### src/rtl/clnq_pkg.sv
package clnq_pkg;

	localparam int ITERATIONS = 16;

	localparam int XW = 21;
	localparam int ZW = 21;
	localparam int CW = 22;
	localparam int LW = 22;
	localparam int AW = 31;
	localparam int NW = 18;

	localparam logic [16:0] LN2_Q16 = 17'h0B172;
	localparam logic signed [XW-1:0] ONE_Q16 = XW'(32'h0001_0000);

	localparam logic [15:0] ATANH_TAB [16] = '{
		16'h0000,
		16'h8C9F, 16'h4163, 16'h202B, 16'h1005,
		16'h0801, 16'h0400, 16'h0200, 16'h0100,
		16'h0080, 16'h0040, 16'h0020, 16'h0010,
		16'h0008, 16'h0004, 16'h0002
	};

	typedef struct packed {
		logic signed [XW-1:0] x;
		logic signed [XW-1:0] y;
		logic signed [ZW-1:0] z;
		logic signed [CW-1:0] corr;
		logic                 derr;
	} cordic_t;

	// step 4 runs twice
	function automatic logic [3:0] step_shift(input int s);
		if (s < 4) return 4'(s + 1);
		return 4'(s);
	endfunction

endpackage

### src/rtl/cordic_natural_log_q16.sv
// Natural logarithm of a signed Q16.16 argument, result in signed Q6.16 (22 bits).
// Zero or negative arguments give 0 with domain_error set. Fully pipelined: one item
// per cycle while the output is taken at once; 4 normalization stages, one stage per
// hyperbolic CORDIC step with step 4 done twice, 16 steps in all, and one output
// stage. Each stage holds its item under back-pressure, so a stalled output fills
// the pipeline before in_ready drops.
module cordic_natural_log_q16 (
	input  logic                           clk,
	input  logic                           arst_n,
	input  logic                           in_valid,
	output logic                           in_ready,
	input  logic signed [31:0]             argument,
	output logic                           out_valid,
	input  logic                           out_ready,
	output logic signed [clnq_pkg::LW-1:0] log_value,
	output logic                           domain_error
);

	clnq_pkg::cordic_t stg [clnq_pkg::ITERATIONS+1];
	logic              vld [clnq_pkg::ITERATIONS+1];
	logic              rdy [clnq_pkg::ITERATIONS+1];

	clnq_norm u_norm (
		.clk       (clk),
		.arst_n    (arst_n),
		.in_valid  (in_valid),
		.in_ready  (in_ready),
		.argument  (argument),
		.out_valid (vld[0]),
		.out_ready (rdy[0]),
		.out_data  (stg[0])
	);

	for (genvar s = 0; s < clnq_pkg::ITERATIONS; s++) begin : g_step
		clnq_step u_step (
			.clk       (clk),
			.arst_n    (arst_n),
			.shift     (clnq_pkg::step_shift(s)),
			.in_valid  (vld[s]),
			.in_ready  (rdy[s]),
			.in_data   (stg[s]),
			.out_valid (vld[s+1]),
			.out_ready (rdy[s+1]),
			.out_data  (stg[s+1])
		);
	end

	// output stage: 2z - correction
	logic                           vld_sout;
	logic signed [clnq_pkg::LW-1:0] log_sout;
	logic                           derr_sout;
	logic signed [clnq_pkg::LW-1:0] r;

	assign rdy[clnq_pkg::ITERATIONS] = !vld_sout || out_ready;

	assign r = (clnq_pkg::LW'(stg[clnq_pkg::ITERATIONS].z) <<< 1)
	         - clnq_pkg::LW'(stg[clnq_pkg::ITERATIONS].corr);

	always_ff @(posedge clk or negedge arst_n) begin
		if (!arst_n) begin
			vld_sout <= 1'b0;
		end else if (rdy[clnq_pkg::ITERATIONS]) begin
			vld_sout <= vld[clnq_pkg::ITERATIONS];
		end
	end

	always_ff @(posedge clk) begin
		if (vld[clnq_pkg::ITERATIONS] && rdy[clnq_pkg::ITERATIONS]) begin
			derr_sout <= stg[clnq_pkg::ITERATIONS].derr;
			log_sout  <= stg[clnq_pkg::ITERATIONS].derr ? '0 : r;
		end
	end

	assign out_valid    = vld_sout;
	assign log_value    = log_sout;
	assign domain_error = derr_sout;

endmodule

### src/rtl/clnq_norm.sv
module clnq_norm (
	input  logic                clk,
	input  logic                arst_n,
	input  logic                in_valid,
	output logic                in_ready,
	input  logic signed [31:0]  argument,
	output logic                out_valid,
	input  logic                out_ready,
	output clnq_pkg::cordic_t   out_data
);

	// stage 1: domain check
	logic                     vld_s1;
	logic [clnq_pkg::AW-1:0]  a_s1;
	logic                     derr_s1;
	// stage 2: per-byte leading one
	logic                     vld_s2;
	logic [clnq_pkg::AW-1:0]  a_s2;
	logic                     derr_s2;
	logic [3:0]               nz_s2;
	logic [3:0][2:0]          pos_s2;
	// stage 3: shift amount and correction
	logic                     vld_s3;
	logic [clnq_pkg::AW-1:0]  a_s3;
	logic                     derr_s3;
	logic                     left_s3;
	logic [3:0]               amt_s3;
	logic signed [clnq_pkg::CW-1:0] corr_s3;
	// stage 4: normalized x, y
	logic                     vld_s4;
	clnq_pkg::cordic_t        d_s4;

	logic rdy_s1, rdy_s2, rdy_s3, rdy_s4;

	assign rdy_s4   = !vld_s4 || out_ready;
	assign rdy_s3   = !vld_s3 || rdy_s4;
	assign rdy_s2   = !vld_s2 || rdy_s3;
	assign rdy_s1   = !vld_s1 || rdy_s2;
	assign in_ready = rdy_s1;

	always_ff @(posedge clk or negedge arst_n) begin
		if (!arst_n) begin
			vld_s1 <= 1'b0;
			vld_s2 <= 1'b0;
			vld_s3 <= 1'b0;
			vld_s4 <= 1'b0;
		end else begin
			if (rdy_s1) vld_s1 <= in_valid;
			if (rdy_s2) vld_s2 <= vld_s1;
			if (rdy_s3) vld_s3 <= vld_s2;
			if (rdy_s4) vld_s4 <= vld_s3;
		end
	end

	// byte-wise leading one search
	logic [31:0]     a_pad;
	logic [3:0]      nz_n;
	logic [3:0][2:0] pos_n;

	always_comb begin
		a_pad = {1'b0, a_s1};
		for (int g = 0; g < 4; g++) begin
			nz_n[g]  = 1'b0;
			pos_n[g] = 3'd0;
			for (int b = 0; b < 8; b++) begin
				if (a_pad[8*g + b]) begin
					nz_n[g]  = 1'b1;
					pos_n[g] = 3'(b);
				end
			end
		end
	end

	// merge bytes, derive shift
	logic [4:0] msb_n;
	logic       left_n;
	logic [3:0] amt_n;
	logic signed [4:0] k_n;
	logic signed [clnq_pkg::CW-1:0] corr_n;

	always_comb begin
		msb_n = 5'd0;
		for (int g = 0; g < 4; g++) begin
			if (nz_s2[g]) msb_n = {2'(g), pos_s2[g]};
		end
		left_n = 1'b0;
		amt_n  = 4'd0;
		if (msb_n < 5'd15) begin
			left_n = 1'b1;
			amt_n  = 4'(5'd15 - msb_n);
		end else if (msb_n > 5'd16) begin
			amt_n  = 4'(msb_n - 5'd16);
		end
		k_n    = left_n ? $signed({1'b0, amt_n}) : -$signed({1'b0, amt_n});
		corr_n = clnq_pkg::CW'(clnq_pkg::CW'(k_n) * $signed(clnq_pkg::CW'(clnq_pkg::LN2_Q16)));
	end

	// barrel shift into [0.5, 2)
	logic [clnq_pkg::NW-1:0] an_n;

	always_comb begin
		if (left_s3) an_n = clnq_pkg::NW'(a_s3 << amt_s3);
		else         an_n = clnq_pkg::NW'(a_s3 >> amt_s3);
	end

	always_ff @(posedge clk) begin
		if (in_valid && rdy_s1) begin
			a_s1    <= argument[clnq_pkg::AW-1:0];
			derr_s1 <= argument[31] || (argument == 32'sd0);
		end
		if (vld_s1 && rdy_s2) begin
			a_s2    <= a_s1;
			derr_s2 <= derr_s1;
			nz_s2   <= nz_n;
			pos_s2  <= pos_n;
		end
		if (vld_s2 && rdy_s3) begin
			a_s3    <= a_s2;
			derr_s3 <= derr_s2;
			left_s3 <= left_n;
			amt_s3  <= amt_n;
			corr_s3 <= corr_n;
		end
		if (vld_s3 && rdy_s4) begin
			d_s4.x    <= $signed(clnq_pkg::XW'(an_n)) + clnq_pkg::ONE_Q16;
			d_s4.y    <= $signed(clnq_pkg::XW'(an_n)) - clnq_pkg::ONE_Q16;
			d_s4.z    <= '0;
			d_s4.corr <= corr_s3;
			d_s4.derr <= derr_s3;
		end
	end

	assign out_valid = vld_s4;
	assign out_data  = d_s4;

endmodule

### src/rtl/clnq_step.sv
module clnq_step (
	input  logic              clk,
	input  logic              arst_n,
	input  logic [3:0]        shift,
	input  logic              in_valid,
	output logic              in_ready,
	input  clnq_pkg::cordic_t in_data,
	output logic              out_valid,
	input  logic              out_ready,
	output clnq_pkg::cordic_t out_data
);

	logic              vld_s1;
	clnq_pkg::cordic_t d_s1;

	logic signed [clnq_pkg::XW-1:0] dx, dy;
	logic signed [clnq_pkg::ZW-1:0] t;

	assign in_ready = !vld_s1 || out_ready;

	assign dx = in_data.x >>> shift;
	assign dy = in_data.y >>> shift;
	assign t  = $signed(clnq_pkg::ZW'(clnq_pkg::ATANH_TAB[shift]));

	always_ff @(posedge clk or negedge arst_n) begin
		if (!arst_n) begin
			vld_s1 <= 1'b0;
		end else if (in_ready) begin
			vld_s1 <= in_valid;
		end
	end

	always_ff @(posedge clk) begin
		if (in_valid && in_ready) begin
			d_s1.corr <= in_data.corr;
			d_s1.derr <= in_data.derr;
			if (in_data.y < 0) begin
				d_s1.x <= in_data.x + dy;
				d_s1.y <= in_data.y + dx;
				d_s1.z <= in_data.z - t;
			end else begin
				d_s1.x <= in_data.x - dy;
				d_s1.y <= in_data.y - dx;
				d_s1.z <= in_data.z + t;
			end
		end
	end

	assign out_valid = vld_s1;
	assign out_data  = d_s1;

endmodule

### config.mk
export PLATFORM = sky130hd
export DESIGN_NAME = cordic_natural_log_q16
export DESIGN_NICKNAME = d
export VERILOG_FILES = /design/src/rtl/clnq_pkg.sv /design/src/rtl/cordic_natural_log_q16.sv /design/src/rtl/clnq_norm.sv /design/src/rtl/clnq_step.sv
export SDC_FILE = /design/constraint.sdc
export NUM_CORES = 2
export LEC_CHECK = 0
export BUFFER_PORTS_ARGS = -buffer_cell sky130_fd_sc_hd__buf_2
export CAP_MARGIN = 25
export CORE_UTILIZATION = 50
export CTS_BUF_LIST = sky130_fd_sc_hd__clkbuf_2 sky130_fd_sc_hd__clkbuf_4 sky130_fd_sc_hd__clkbuf_8
export CTS_CLUSTER_SIZE = 12
export DETAILED_ROUTE_END_ITERATION = 7
export PLACE_DENSITY = 0.65
export SYNTH_ARGS = -nofsm -noshare
export SYNTH_HDL_FRONTEND = slang
export SYNTH_SLANG_ARGS = --single-unit
### constraint.sdc
create_clock -name clk -period 21.6 [get_ports clk]
set_input_delay 4.32 -clock clk [delete_from_list [all_inputs] [get_ports clk]]
set_output_delay 4.32 -clock clk [all_outputs]
set_load 0.005 [all_outputs]
==> reports/results.ini <==
[status]
status=complete, no violations

[timing]
rsz0062_at_grt=false
drv_slew=0
relSlewSlack_pct=29.74
final.setup.tns_ns=0
post-route-min-period_ns=11.98
setup_viol=0
worstMarginPinSlew_ns=1.052
fin_skew_ns=0.09220
finalHoldViolations=0
fin_crit_sh_pct=55.45
fmax_mhz=83.49

[clock_network]
max-clock-path-buffers=3
cts_hold_buf=0
cts_root_buffer=clkbuf_8
htree_levels=4
cts.sinks=1399
cts_resized=0
insertion_delay_ns=1.02
cts_setup_buffers=0
cts.clk_slew.worst_paths_ns=0.06
tritoncts=yes
numCtsBuffers=231

[floorplan]
fp.dieW_um=417.3
initial_core_util_pct=50.27
rows=152
dieArea_um2=174100
ios=61
core_um2=171500
die_height_um=417.3

[placement]
io_buffers=59
dp_hpwl_um=137300
gp_congestion=0.8993

[synth]
synth_seq_area_share_pct=48.59
syn-cell-area_um2=86240
synth_edf_count=1378
synthArstFlopShare_pct=1.501
ys.flop_type=edfxtp_1
synth_cells=7708
ys.warnings.count=0
syn_nets=8620
syn_avg_cell_area_um2=11.19
ys_ff_latch=1399
synth.distinct_cells=101

[critical_path]
rr_worst_depth=23
r2r_start=u_norm.nz_s2[1]$_SDFFCE_PP1P_
worst_setup_path_start_kind=primary input
crit_fanout=6
cp.required_ns=17.28
reg2reg_to=u_norm.corr_s3[21]$_DFFE_PP_
rrSetupSlack_ns=15.10
worstSetupPathType=in2out
crit_start=out_ready
crit_path_end_kind=output port
arrival_ns=7.66

[drt]
totalWireLength_um=179300
detail_route.first_pass.iterations=6
vias_per_cell=5.557
drc=0
drt_iter0_drc=3466
vias=58190
avgRoutedWirePerCell_um=17.12
drt.antenna.violating_nets=0

[worst_hold_path]
min_path_type=reg2reg
whs_endpoint=g_step[5].u_step.out_data[15]$_DFFE_PP_
hp-start=g_step[4].u_step.out_data[15]$_DFFE_PP_
holdPathStages=0

[global_route]
grt_pass1_vias=56190
grt_usage_pct=20.37
antenna_found_initial=2
grt_max_degree=77
grt_pass1_wl_um=288900
grt-ovfl-total=0

[final_layout]
nNetsFinal=8878
mostFrequentLayoutCells=edfxtp_1, ha_1, nor2_1
syn_to_final_growth_pct=9.539
fill_cells=14770
drive_gt1_share_pct=8.222
final_common_cell=edfxtp_1

[run]
max-cap-violations=0

-- critical path, stage by stage --
cell      delay, ns
buf_2          0.11
nand4b_1       0.23
nor2_1         0.35
nand2_1        0.19
nor3_1         0.80
nand3_1        0.22
nor2_1         0.58
nand3_1        0.18
nor2_1         0.44
nand2_1        0.09
buf_2          0.14
-- area by class of cell --
type / count / area, µm² / area share [%]
multi-input combinational: 5871 / 42820 / 45.33
sequential: 1399 / 41910 / 44.36
clock buffer: 303 / 3726 / 3.944
tap: 2310 / 2890 / 3.060
inverter: 344 / 1291 / 1.367
clock inverter: 125 / 1040 / 1.101
timing repair buffer: 119 / 788.3 / 0.8344
antenna: 1 / 2.502 / 0.002649
-- cell usage after synthesis (40+ instances only) --
cell	instances	area, µm²
or2_2	53	331.6
fa_1	48	960.9
and3_1	60	375.4
a211oi_1	88	660.6
o21a_1	111	833.3
ha_1	828	10360
a21o_1	182	1366
nand2_1	442	1659
nand3_1	131	655.6
o21bai_1	60	450.4
o21ai_0	339	1697
clkbuf_1	76	285.3
a21oi_1	598	2993
edfxtp_1	1378	41380
or3_1	66	412.9
nor2_1	702	2635
and2_1	41	256.5
nor3_1	234	1171
xnor2_1	525	4598
a211o_1	40	350.3
mux2_2	58	653.1
nor2b_1	100	625.6
xor2_1	400	3503
nand2b_1	115	719.4
a31oi_1	70	437.9
inv_1	343	1287
nor4_1	66	412.9
-- layer usage --
layer	track usage, %	up-vias	share of wire [%]
met1	26.89	27610	46
li1	-	29320	-
met2	34.23	989	47
met4	7.428	0	3.1
met5	0	-	0
met3	2.669	269	3.6
-- how the worst max path moves through the flow --
stage / endpoint / slack [ns]
final: in_ready / 9.62
after global routing: in_ready / 9.28
after CTS: in_ready / 9.61
after detailed placement: in_ready / 9.65
after global placement: in_ready / 9.61
after floorplan: g_step[6].u_step.out_data[0]$_DFFE_PP_ / 9.91
-- state kept, by name (all words and copies together) (netlist names) --
signal / cells
u_norm.a_s2: 31
log_value: 21
u_norm.left_s3: 1
u_norm.corr_s3: 20
u_norm.vld_s3: 1
g_step.u_step.out_data: 1176
out_valid: 1
u_norm.pos_s2: 12
u_norm.out_valid: 1
u_norm.vld_s2: 1
u_norm.derr_s2: 1
g_step.u_step.out_valid: 16
u_norm.derr_s3: 1
u_norm.nz_s2: 4
u_norm.vld_s1: 1
u_norm.out_data: 43
u_norm.amt_s3: 4
domain_error: 1
u_norm.derr_s1: 1
u_norm.a_s3: 31
u_norm.a_s1: 31
-- logic make-up (layout without fill, tap and decap cells) --
group | Yosys count | count (layout) | synth area share [%]
mux | 102 | 102 | 1.341
buf+inv | 438 | 891 | 1.912
fa+ha+maj | 876 | 876 | 13.13
compound gates | 1846 | 1846 | 13.89
other cells | 1 | 2 | 0.004348
simple gates | 2120 | 2120 | 11.71
flops | 1399 | 1399 | 48.59
xor+xnor | 926 | 926 | 9.421
-- per-stage QoR --
step                      setup WS [ns]  utilization (%)  cell area, µm²  instances  hold slack [ns]
final                             9.622            55.07           94460      10470           0.3793
after global routing              9.284            55.07           94460      10470           0.3902
after CTS                         9.609            55.01           94360      10460           0.3851
after detailed placement          9.646            52.23           89600      10040           0.4045
after global placement            9.607            52.23           89590      10040           0.4003
after floorplan                   9.912                -           86240       7708           0.4003
Power is not shown: default switching activity piles up to over one toggle a cycle in this logic, so the estimate is an artifact.
